### config.mk
export PLATFORM = sky130hd
export DESIGN_NAME = fan_motor_reversing_supervisor_unit_flat
export DESIGN_NICKNAME = d
export VERILOG_FILES = /design/src/fmrs_pkg.sv /design/src/fmrs_in_if.sv /design/src/fmrs_out_if.sv /design/src/fmrs_cfg_if.sv /design/src/fmrs_step.sv /design/src/fan_motor_reversing_supervisor_unit.sv /design/src/flat_wrapper.sv
export SDC_FILE = /design/constraint.sdc
export NUM_CORES = 1
export LEC_CHECK = 0
export ABC_AREA = 1
export BUFFER_PORTS_ARGS = -buffer_cell sky130_fd_sc_hd__buf_4
export CELL_PAD_IN_SITES_DETAIL_PLACEMENT = 1
export CELL_PAD_IN_SITES_GLOBAL_PLACEMENT = 1
export CORE_UTILIZATION = 29
export CTS_CLUSTER_DIAMETER = 50
export CTS_CLUSTER_SIZE = 12
export DETAILED_ROUTE_END_ITERATION = 8
export GPL_TIMING_DRIVEN = 0
export PLACE_DENSITY = 0.63
export SETUP_SLACK_MARGIN = 0.05
export SYNTH_ARGS = -nofsm -noshare
export SYNTH_HDL_FRONTEND = slang
export SYNTH_SLANG_ARGS = --single-unit
### constraint.sdc
create_clock -name clk -period 4.1 [get_ports clk]
set_clock_uncertainty 0.15 [all_clocks]
set_input_delay 0.41 -clock clk [delete_from_list [all_inputs] [get_ports clk]]
set_output_delay 0.41 -clock clk [all_outputs]
set_load 0.01 [all_outputs]
### src/fmrs_pkg.sv
// Fan motor reversing supervisor: shared types, register indexes and reset constants.
// No dependencies.
`timescale 1ns / 1ps
`default_nettype none
package fmrs_pkg;

  localparam logic [1:0] CMD_NONE = 2'd0;
  localparam logic [1:0] CMD_FWD  = 2'd1;
  localparam logic [1:0] CMD_REV  = 2'd2;
  localparam logic [1:0] CMD_STOP = 2'd3;

  localparam logic [1:0] REG_SWITCH_DELAY     = 2'd0;
  localparam logic [1:0] REG_DIRECTION_PERIOD = 2'd1;
  localparam logic [1:0] REG_FAULT_DELAY      = 2'd2;

  localparam logic [7:0]  SWITCH_DELAY_RST     = 8'd3;
  localparam logic [15:0] DIRECTION_PERIOD_RST = 16'd300;
  localparam logic [7:0]  FAULT_DELAY_RST      = 8'd15;

  localparam logic [2:0] MODE_CODE_IDLE = 3'd0;
  localparam logic [2:0] MODE_CODE_FWD  = 3'd1;
  localparam logic [2:0] MODE_CODE_REV  = 3'd2;
  localparam logic [2:0] MODE_CODE_WAIT = 3'd3;
  localparam logic [2:0] MODE_CODE_STOP = 3'd4;

  localparam logic [1:0] FAULT_NONE    = 2'd0;
  localparam logic [1:0] FAULT_NOT_OFF = 2'd1;
  localparam logic [1:0] FAULT_NOT_RUN = 2'd2;

  typedef enum logic [4:0] {
    MODE_IDLE = 5'b00001,
    MODE_FWD  = 5'b00010,
    MODE_REV  = 5'b00100,
    MODE_WAIT = 5'b01000,
    MODE_STOP = 5'b10000
  } mode_t;

  typedef struct packed {
    logic [7:0]  switch_delay;
    logic [15:0] direction_period;
    logic [7:0]  fault_delay;
  } cfg_t;

  typedef struct packed {
    mode_t       mode;
    logic        last_was_forward;
    logic [7:0]  switch_count;
    logic [15:0] period_count;
    logic [7:0]  fault_count;
    logic        forward_relay;
    logic        reverse_relay;
  } state_t;

  typedef struct packed {
    logic [1:0] cmd;
    logic       motor_running;
    logic       sequence_paused;
    logic       machine_paused;
  } item_t;

  typedef struct packed {
    logic       forward_drive;
    logic       reverse_drive;
    logic       running_seen;
    logic [2:0] mode;
    logic [1:0] fault;
    logic       restart_pulse;
  } result_t;

  function automatic logic [2:0] mode_code(input mode_t m);
    logic [2:0] c;
    unique case (m)
      MODE_FWD:  c = MODE_CODE_FWD;
      MODE_REV:  c = MODE_CODE_REV;
      MODE_WAIT: c = MODE_CODE_WAIT;
      MODE_STOP: c = MODE_CODE_STOP;
      default:   c = MODE_CODE_IDLE;
    endcase
    return c;
  endfunction

endpackage
`default_nettype wire

### src/fmrs_in_if.sv
// Input channel of the fan motor reversing supervisor: one supervision tick per transaction.
// No dependencies.
`timescale 1ns / 1ps
`default_nettype none
interface fmrs_in_if;
  logic       valid;
  logic       ready;
  logic [1:0] cmd;
  logic       motor_running;
  logic       sequence_paused;
  logic       machine_paused;

  modport source (output valid, cmd, motor_running, sequence_paused, machine_paused,
                  input ready);
  modport sink   (input valid, cmd, motor_running, sequence_paused, machine_paused,
                  output ready);
endinterface
`default_nettype wire

### src/fmrs_out_if.sv
// Result channel of the fan motor reversing supervisor: one result per transaction.
// No dependencies.
`timescale 1ns / 1ps
`default_nettype none
interface fmrs_out_if;
  logic       valid;
  logic       ready;
  logic       forward_drive;
  logic       reverse_drive;
  logic       running_seen;
  logic [2:0] mode;
  logic [1:0] fault;
  logic       restart_pulse;

  modport source (output valid, forward_drive, reverse_drive, running_seen, mode, fault,
                  restart_pulse, input ready);
  modport sink   (input valid, forward_drive, reverse_drive, running_seen, mode, fault,
                  restart_pulse, output ready);
endinterface
`default_nettype wire

### src/fmrs_cfg_if.sv
// Configuration write channel of the fan motor reversing supervisor.
// No dependencies.
`timescale 1ns / 1ps
`default_nettype none
interface fmrs_cfg_if;
  logic        valid;
  logic        ready;
  logic [1:0]  index;
  logic [15:0] data;

  modport source (output valid, index, data, input ready);
  modport sink   (input valid, index, data, output ready);
endinterface
`default_nettype wire

### src/fmrs_step.sv
// Next-state and result logic for one supervision tick.
// Depends on fmrs_pkg.
`timescale 1ns / 1ps
`default_nettype none
module fmrs_step
  import fmrs_pkg::*;
(
  input  cfg_t    cfg,
  input  state_t  cur,
  input  item_t   item,
  output state_t  nxt,
  output result_t res
);

  logic [7:0] switch_reload;
  logic [1:0] fault;
  logic       fwd_start;

  assign switch_reload = (cfg.switch_delay == 8'd0) ? 8'd1 : cfg.switch_delay;

  always_comb begin
    nxt       = cur;
    fault     = FAULT_NONE;
    fwd_start = 1'b0;

    unique case (item.cmd)
      CMD_FWD:  nxt.mode = MODE_FWD;
      CMD_REV:  nxt.mode = MODE_REV;
      CMD_STOP: nxt.mode = MODE_STOP;
      default:  nxt.mode = cur.mode;
    endcase

    if (!item.sequence_paused) begin
      fwd_start = (nxt.mode == MODE_FWD);
      unique case (nxt.mode)
        MODE_FWD, MODE_REV: begin
          if (cur.switch_count != 8'd0) begin
            nxt.forward_relay = 1'b0;
            nxt.reverse_relay = 1'b0;
            nxt.switch_count  = cur.switch_count - 8'd1;
          end else begin
            nxt.forward_relay    = fwd_start;
            nxt.reverse_relay    = !fwd_start;
            nxt.last_was_forward = fwd_start;
            nxt.switch_count     = switch_reload;
            nxt.period_count     = cfg.direction_period;
            nxt.mode             = MODE_WAIT;
          end
        end
        MODE_WAIT: begin
          if (cur.period_count != 16'd0) begin
            nxt.period_count = cur.period_count - 16'd1;
          end else begin
            nxt.mode         = cur.last_was_forward ? MODE_REV : MODE_FWD;
            nxt.period_count = cfg.direction_period;
          end
        end
        MODE_STOP: begin
          nxt.forward_relay = 1'b0;
          nxt.reverse_relay = 1'b0;
          if (item.motor_running && cur.fault_count != 8'd0) begin
            nxt.fault_count = cur.fault_count - 8'd1;
          end else begin
            if (item.motor_running) begin
              fault = FAULT_NOT_OFF;
            end
            nxt.mode        = MODE_IDLE;
            nxt.fault_count = cfg.fault_delay;
          end
        end
        default: begin
        end
      endcase

      // running check sees the mode and fault count left by the sequence step
      if ((nxt.mode == MODE_FWD || nxt.mode == MODE_REV || nxt.mode == MODE_WAIT) &&
          !item.machine_paused) begin
        if (item.motor_running) begin
          nxt.fault_count = cfg.fault_delay;
        end else if (nxt.fault_count != 8'd0) begin
          nxt.fault_count = nxt.fault_count - 8'd1;
        end else begin
          fault           = FAULT_NOT_RUN;
          nxt.fault_count = cfg.fault_delay;
        end
      end
    end

    res.forward_drive = nxt.forward_relay;
    res.reverse_drive = nxt.reverse_relay;
    res.running_seen  = item.motor_running;
    res.mode          = mode_code(nxt.mode);
    res.fault         = fault;
    res.restart_pulse = (fault == FAULT_NOT_RUN);
  end

endmodule
`default_nettype wire

### src/fan_motor_reversing_supervisor_unit.sv
// Top level of the fan motor reversing supervisor: channels, configuration and state.
// Depends on fmrs_pkg, fmrs_in_if, fmrs_out_if, fmrs_cfg_if and fmrs_step.
`timescale 1ns / 1ps
`default_nettype none
// Each input transaction is one supervision tick and yields exactly one result. A tick is
// taken into an input register, evaluated by the step logic (compare and
// decrement on the three counters) which updates the supervisor state, and the result is
// held in an output register. The result becomes valid when the registered tick advances
// into the output register, which waits while an earlier result is still untaken; one tick
// is accepted every cycle while the result side keeps taking results. Configuration writes
// are always accepted; a new value takes effect the next time a counter reloads.
module fan_motor_reversing_supervisor_unit
  import fmrs_pkg::*;
(
  input  wire         clk,
  input  wire         rst_n,
  fmrs_in_if.sink     in_ch,
  fmrs_out_if.source  out_ch,
  fmrs_cfg_if.sink    cfg_ch
);

  cfg_t    cfg_r;
  state_t  state_r;
  state_t  state_nxt;
  item_t   item_r;
  logic    item_v_r;
  result_t res_nxt;
  result_t res_r;
  logic    res_v_r;
  logic    advance;

  assign advance      = item_v_r && (!res_v_r || out_ch.ready);
  assign in_ch.ready  = !item_v_r || advance;
  assign cfg_ch.ready = 1'b1;

  always_ff @(posedge clk) begin
    if (!rst_n) begin
      cfg_r.switch_delay     <= SWITCH_DELAY_RST;
      cfg_r.direction_period <= DIRECTION_PERIOD_RST;
      cfg_r.fault_delay      <= FAULT_DELAY_RST;
    end else if (cfg_ch.valid) begin
      unique case (cfg_ch.index)
        REG_SWITCH_DELAY:     cfg_r.switch_delay     <= cfg_ch.data[7:0];
        REG_DIRECTION_PERIOD: cfg_r.direction_period <= cfg_ch.data;
        REG_FAULT_DELAY:      cfg_r.fault_delay      <= cfg_ch.data[7:0];
        default: begin
        end
      endcase
    end
  end

  always_ff @(posedge clk) begin
    if (in_ch.valid && in_ch.ready) begin
      item_r.cmd             <= in_ch.cmd;
      item_r.motor_running   <= in_ch.motor_running;
      item_r.sequence_paused <= in_ch.sequence_paused;
      item_r.machine_paused  <= in_ch.machine_paused;
    end
    if (advance) begin
      res_r <= res_nxt;
    end
  end

  always_ff @(posedge clk) begin
    if (!rst_n) begin
      item_v_r <= 1'b0;
      res_v_r  <= 1'b0;
      state_r.mode             <= MODE_IDLE;
      state_r.last_was_forward <= 1'b0;
      state_r.switch_count     <= SWITCH_DELAY_RST;
      state_r.period_count     <= DIRECTION_PERIOD_RST;
      state_r.fault_count      <= FAULT_DELAY_RST;
      state_r.forward_relay    <= 1'b0;
      state_r.reverse_relay    <= 1'b0;
    end else begin
      if (in_ch.ready) begin
        item_v_r <= in_ch.valid;
      end
      if (advance) begin
        res_v_r <= 1'b1;
        state_r <= state_nxt;
      end else if (out_ch.ready) begin
        res_v_r <= 1'b0;
      end
    end
  end

  fmrs_step u_step (
    .cfg  (cfg_r),
    .cur  (state_r),
    .item (item_r),
    .nxt  (state_nxt),
    .res  (res_nxt)
  );

  assign out_ch.valid         = res_v_r;
  assign out_ch.forward_drive = res_r.forward_drive;
  assign out_ch.reverse_drive = res_r.reverse_drive;
  assign out_ch.running_seen  = res_r.running_seen;
  assign out_ch.mode          = res_r.mode;
  assign out_ch.fault         = res_r.fault;
  assign out_ch.restart_pulse = res_r.restart_pulse;

`ifndef ASSERT_OFF
  a_relays_exclusive: assert property (@(posedge clk) disable iff (!rst_n)
    !(state_r.forward_relay && state_r.reverse_relay))
    else $error("both direction relays closed");

  a_restart_with_fault: assert property (@(posedge clk) disable iff (!rst_n)
    res_v_r |-> (res_r.restart_pulse == (res_r.fault == FAULT_NOT_RUN)))
    else $error("restart pulse without not-running fault");

  a_not_off_goes_idle: assert property (@(posedge clk) disable iff (!rst_n)
    (res_v_r && res_r.fault == FAULT_NOT_OFF) |->
      (res_r.mode == MODE_CODE_IDLE && !res_r.forward_drive && !res_r.reverse_drive))
    else $error("not-turning-off fault without idle and open relays");

  a_state_holds_when_stalled: assert property (@(posedge clk) disable iff (!rst_n)
    !advance |=> $stable(state_r))
    else $error("state changed without a tick");
`endif

endmodule
`default_nettype wire
### src/flat_wrapper.sv
// flat-port wrapper written by rule: the top's interface ports become plain ports
module fan_motor_reversing_supervisor_unit_flat import fmrs_pkg::*;
  (clk, rst_n, in_ch_valid, in_ch_cmd, in_ch_motor_running, in_ch_sequence_paused, in_ch_machine_paused, in_ch_ready, out_ch_valid, out_ch_forward_drive, out_ch_reverse_drive, out_ch_running_seen, out_ch_mode, out_ch_fault, out_ch_restart_pulse, out_ch_ready, cfg_ch_valid, cfg_ch_index, cfg_ch_data, cfg_ch_ready);
  fmrs_in_if in_ch_i ();
  fmrs_out_if out_ch_i ();
  fmrs_cfg_if cfg_ch_i ();
  input  wire clk;
  input  wire rst_n;
  input wire logic [$bits(in_ch_i.valid)-1:0] in_ch_valid;
  input wire logic [$bits(in_ch_i.cmd)-1:0] in_ch_cmd;
  input wire logic [$bits(in_ch_i.motor_running)-1:0] in_ch_motor_running;
  input wire logic [$bits(in_ch_i.sequence_paused)-1:0] in_ch_sequence_paused;
  input wire logic [$bits(in_ch_i.machine_paused)-1:0] in_ch_machine_paused;
  output wire logic [$bits(in_ch_i.ready)-1:0] in_ch_ready;
  output wire logic [$bits(out_ch_i.valid)-1:0] out_ch_valid;
  output wire logic [$bits(out_ch_i.forward_drive)-1:0] out_ch_forward_drive;
  output wire logic [$bits(out_ch_i.reverse_drive)-1:0] out_ch_reverse_drive;
  output wire logic [$bits(out_ch_i.running_seen)-1:0] out_ch_running_seen;
  output wire logic [$bits(out_ch_i.mode)-1:0] out_ch_mode;
  output wire logic [$bits(out_ch_i.fault)-1:0] out_ch_fault;
  output wire logic [$bits(out_ch_i.restart_pulse)-1:0] out_ch_restart_pulse;
  input wire logic [$bits(out_ch_i.ready)-1:0] out_ch_ready;
  input wire logic [$bits(cfg_ch_i.valid)-1:0] cfg_ch_valid;
  input wire logic [$bits(cfg_ch_i.index)-1:0] cfg_ch_index;
  input wire logic [$bits(cfg_ch_i.data)-1:0] cfg_ch_data;
  output wire logic [$bits(cfg_ch_i.ready)-1:0] cfg_ch_ready;
  assign in_ch_i.valid = in_ch_valid;
  assign in_ch_i.cmd = in_ch_cmd;
  assign in_ch_i.motor_running = in_ch_motor_running;
  assign in_ch_i.sequence_paused = in_ch_sequence_paused;
  assign in_ch_i.machine_paused = in_ch_machine_paused;
  assign in_ch_ready = in_ch_i.ready;
  assign out_ch_valid = out_ch_i.valid;
  assign out_ch_forward_drive = out_ch_i.forward_drive;
  assign out_ch_reverse_drive = out_ch_i.reverse_drive;
  assign out_ch_running_seen = out_ch_i.running_seen;
  assign out_ch_mode = out_ch_i.mode;
  assign out_ch_fault = out_ch_i.fault;
  assign out_ch_restart_pulse = out_ch_i.restart_pulse;
  assign out_ch_i.ready = out_ch_ready;
  assign cfg_ch_i.valid = cfg_ch_valid;
  assign cfg_ch_i.index = cfg_ch_index;
  assign cfg_ch_i.data = cfg_ch_data;
  assign cfg_ch_ready = cfg_ch_i.ready;
  fan_motor_reversing_supervisor_unit u_core (.clk(clk), .rst_n(rst_n), .in_ch(in_ch_i), .out_ch(out_ch_i), .cfg_ch(cfg_ch_i));
endmodule
; ---- Yosys cells after proc, flatten, opt, wreduce, memory -nomap -nowiden
; Cells that the tools add are included.
[totals]
register_bits = 88
output_inout_bits = 12
word_cells = 106
[classes]
n_addsub = 4
eq_ne = 18
n_mux = 32
bitwise = 2
reduce_logical = 28
[ops]
columns = operator, count
row1 = $mux 8, 8
row2 = $mux 40, 1
row3 = $mux 16, 2
row4 = $pmux 16 s2, 1
row5 = $pmux 5 s3, 2
row6 = $reduce_bool 8->1, 3
row7 = $sub 8x1->8 const B, 3
row8 = $reduce_bool 16->1, 1
row9 = $sub 16x1->16 const B, 1
row10 = $eq 5x2->1 const B, 3
row11 = $eq 5x3->1 const B, 3
row12 = $eq 5x4->1 const B, 3
row13 = $mux 5, 3
row14 = $mux 2, 7
row15 = $pmux 3 s4, 1
row16 = $eq 5x5->1 const B, 2
row17 = $mux 9, 1
row18 = $eq 2x2->1 const B, 4
row19 = $logic_not 8->1, 1
row20 = $reduce_and 2->1, 4
row21 = $reduce_and 4->1, 2
row22 = $mux 6, 1
row23 = $eq 2x1->1 const B, 2
row24 = $logic_and 1x1->1, 4
row25 = other kinds (11), 21

; ---- Depth between registers and ports, before layout
[logic_depth]
ltp_word = 14
mapped_depth = 22
ltp_nobuf = 21

; ---- By module
; A second synthesis with hierarchy kept.
[hier_totals]
hier_cells = 951
hier_area_um2 = 5952.0
[modules_own_cells]
columns = module, instances, cells_per_inst, area_per_inst_um2, seq_area_each_um2
row1 = fan_motor_reversing_supervisor_unit, 1, 458, 3478.3, 1901.8
row2 = fmrs_step, 1, 493, 2473.6, 0.0

; ---- Worst setup path before layout
; No wires, ideal clock.
[synth_path]
path_kind = flip-flop to flip-flop
start = reg u_core.state_r[2] in the netlist's numbering
end = reg u_core.state_r[2] in the netlist's numbering
arrival_ns = 2.310
setup_slack_ns = 1.504
path_stages_with_launch = 21
path_buffers = 1
period_less_slack_ns = 2.596
path_cell_list = dfxtp_1 inv_1 ha_1 nand2_2 inv_2 nand2_4 nand2_2 buf_6 nand2_1 o21ai_0 a21oi_4 ha_1 nand3_2 nor2_4 nand3_4 nand2_8 inv_4 nand2_1 nand3_1 nand2_1 o211ai_1
[synth_between]
elab_chain_cells = 10
[synth_rtl]
columns = item, line_no
row1 = "start, declared", fan_motor_reversing_supervisor_unit.sv:23  ; state_t state_r;
row2 = "start signal, assigned", fan_motor_reversing_supervisor_unit.sv:81  ; state_r <= state_nxt;
row3 = "parallel branches: the longest is 9 deep, another holds $sub 8x1->8", n/a
row4 = $mux 8 *, fmrs_step.sv:76  ; if ((nxt.mode == MODE_FWD || nxt.mode == MODE_REV || nxt.mode == MODE_WAIT) &&
; Mark *: on every way between the ends. The select of a mux whose other input is x is not followed.
; A chain may end at the register's enable or synchronous reset.

; ---- Final worst setup path
[layout_path]
start = reg u_core.state_r[2] in the netlist's numbering
end = reg u_core.state_r[5] in the netlist's numbering
; Same word-level chain as after synthesis.

==> metrics.txt <==
fin crit share 0.767; dominant synthesized flop cell dfxtp_1; Syn Area/Cell 7.21 um2; vias in the first global route 4,854; initial core utilization 0.299; # rows 47; Seq cells post-synth 88; Routed wire per std cell 16.1 um; # diodes 0; Synthesized Nets 728; Nets 776; Detailed Routing Iterations Pass 1 4; Worst Setup End Kind flop; die footprint 17,800 um2; Synth area leaders dfxtp_1 30%, nand2_1 10%, edfxtp_1 8.4%; WS Path Type reg -> reg; pin count of the biggest net entering global routing 18; Slew HR 0.355; Worst R2R Setup Slack 0.96 ns; io pins 40; clock root cell clkbuf_16; post-DP HPWL 11,900 um; Leakage 2.50 nW; YS warnings 0; vias per cell 4.91; commonest non-fill, non-tap cells in the layout 136 x nand2_1, 74 x dfxtp_1, 73 x inv_1; drt total wl 15,600 um; area grow syn2layout 17.3%; Reg clk slew, reported paths 0.06 ns; Cells after DPL 953; Hold Vio Cnt, Final 0; hold_buf cts 0; Slew Viols, Final 0; synthesized cell area 5020 um2; Detail Route Antenna Nets 0; status complete, no violations; CTS tree built; Worst-Skew Late Latency 0.35 ns; Final Cell Area 5890 um2; Setup Fix Bufs, Post-CTS 0; Post-route DRC 0; Max Cap Viol 0; register area share after synthesis 0.379; Worst Hold Class in -> reg; post-route setup TNS 0 ns; Core Region 16,800 um2; layout cells sized above 1 0.178; Max clock buf depth 2; total CTS buffers 9; post-synth top area share 0.295; PwrDens 360 nW/um2; Setup crit end u_core.state_r[5]; Final Non-Filler Cells 969; CTS Sinks 88; area leader, netlist dfxtp_1; ys async rst share 0; Worst R2R End u_core.state_r[5]; # fillers 2,096; startpoint types flop; commonest non-fill, non-tap cell in the layout nand2_1; Reg-to-Reg Start u_core.state_r[2]; gr ovfl total 0; slew at the pin closest to its max-slew limit 0.960 ns; initial antenna violation count 0; Worst Path Required 4.19 ns; cells on worst reg2reg path 19; Post-Synthesis Cells 696; final setup fails 0; die span in x 134 um; Post-synth EDFFs 14; post-cts repair resize count 0; GRT Total Usage 0.185; first-pass GRT wire length 25,600 um; IO Port Bufs 37; DIE HEIGHT 134 um; routability cong. 0.863; VDD IR max 187 uV; post-synthesis cell type count 49; placed cell area 5570 um2; drt initial violations 176; RSZ-0062 raised after global routing false; via count 4,758; worst setup path start u_core.state_r[2]; htree depth 3; Peak Freq 318 MHz; Worst EP arrival 3.24 ns; final worst path period need 3.14 ns; critical-path maximum fanout 10
## where the power goes
part | leakage, nW | switching, mW | internal [mW] | total [mW]
Sequential | 0.738 | 0.0256 | 0.914 | 0.940
Combinational | 1.61 | 0.184 | 0.0979 | 0.282
Clock | 0.154 | 0.346 | 0.551 | 0.897
## sequential cells by signal (all words and copies together), names as in the netlist, 2 cells and up
register,count
u_core.cfg_r,32
u_core.item_r,5
u_core.out_ch.mode,3
u_core.out_ch.fault,2
u_core.state_r,40
## cell usage after synthesis, types with 2 or more instances
cell type	count
nand2_1	136
nor2_1	71
o31ai_1	2
ha_1	4
inv_2	10
buf_2	3
xnor2_1	6
nand2_4	6
nand2_2	20
a31oi_1	5
clkbuf_1	15
o21ai_0	62
edfxtp_1	14
nand3b_1	2
nor3_1	8
nor2_2	6
a21oi_2	5
nand3_4	2
nand3_2	6
o21ai_1	9
a21oi_1	58
o211ai_1	16
dfxtp_1	74
nand4_1	4
nor2_4	6
xor2_1	5
o21ai_2	4
buf_6	2
inv_1	73
nand3_1	34
nor4_1	7
buf_4	3
o22ai_1	2
## stage by stage
| stage | util | power, mW | setup slack, ns | hold slack, ns |
|---|---|---|---|---|
| 2_1_floorplan | - | 1.14 | 1.50 | 0.271 |
| 3_3_place_gp | 0.332 | 1.23 | 1.07 | 0.289 |
| 3_5_place_dp | 0.332 | 1.24 | 1.01 | 0.299 |
| 4_1_cts | 0.351 | 2.14 | 0.993 | 0.0782 |
| 5_1_grt | 0.351 | 2.21 | 0.756 | 0.0748 |
| 6_report | 0.351 | 2.12 | 0.956 | 0.0880 |
## worst min-delay path by stage
stage	cells past startpoint	slack, ns	endpoint	from
final	1	0.09	u_core.item_r[1]	in_ch_sequence_paused
after global placement	0	0.29	u_core.out_ch.running_seen	u_core.item_r[2]
after CTS	1	0.08	u_core.item_r[1]	in_ch_sequence_paused
after floorplan	0	0.27	u_core.out_ch.running_seen	u_core.item_r[2]
after detailed placement	0	0.30	u_core.out_ch.running_seen	u_core.item_r[2]
after global routing	1	0.07	u_core.item_r[1]	in_ch_sequence_paused
## metal layers
layer,up-vias,wire length [um],track usage
li1,2398,-,-
met1,2281,7730,0.246
met2,61,7200,0.306
met3,18,398,0.0232
met4,0,258,0.0638
met5,-,0,0
## worst max-delay path: stages (launching register included)
cell and delay [ns]:
dfxtp_1 0.31, inv_1 0.23, ha_1 0.28, nand2_2 0.10
inv_2 0.08, nand2_4 0.07, nand2_2 0.08, buf_6 0.15
o21ai_0 0.14, a21oi_4 0.22, ha_1 0.23, nand3_2 0.12
nor2_4 0.14, nand3_4 0.13, nand2_8 0.13, inv_4 0.06
o21ai_1 0.21, nand2_1 0.08, nand2_1 0.06, nand2_1 0.04
## area by class of cell
class	count	area [um2]	share of cell area
Buffer	25	140	0.0238
Inverter	85	322	0.0546
Tap cell	220	275	0.0468
Clock inverter	3	65.1	0.0111
Clock buffer	13	250	0.0425
Sequential cell	88	1900	0.323
Multi-Input combinational cell	498	2660	0.451
Timing Repair Buffer	37	278	0.0472
## cells by family after synthesis
group,Yosys count,synth area share
compound gates,169,0.194
xor+xnor,11,0.0192
fa+ha+maj,4,0.00997
buf+inv,110,0.0920
flops,88,0.379
other cells,1,0.000747
simple gates,313,0.305
Note: power is estimated with default switching activity, not from simulation.
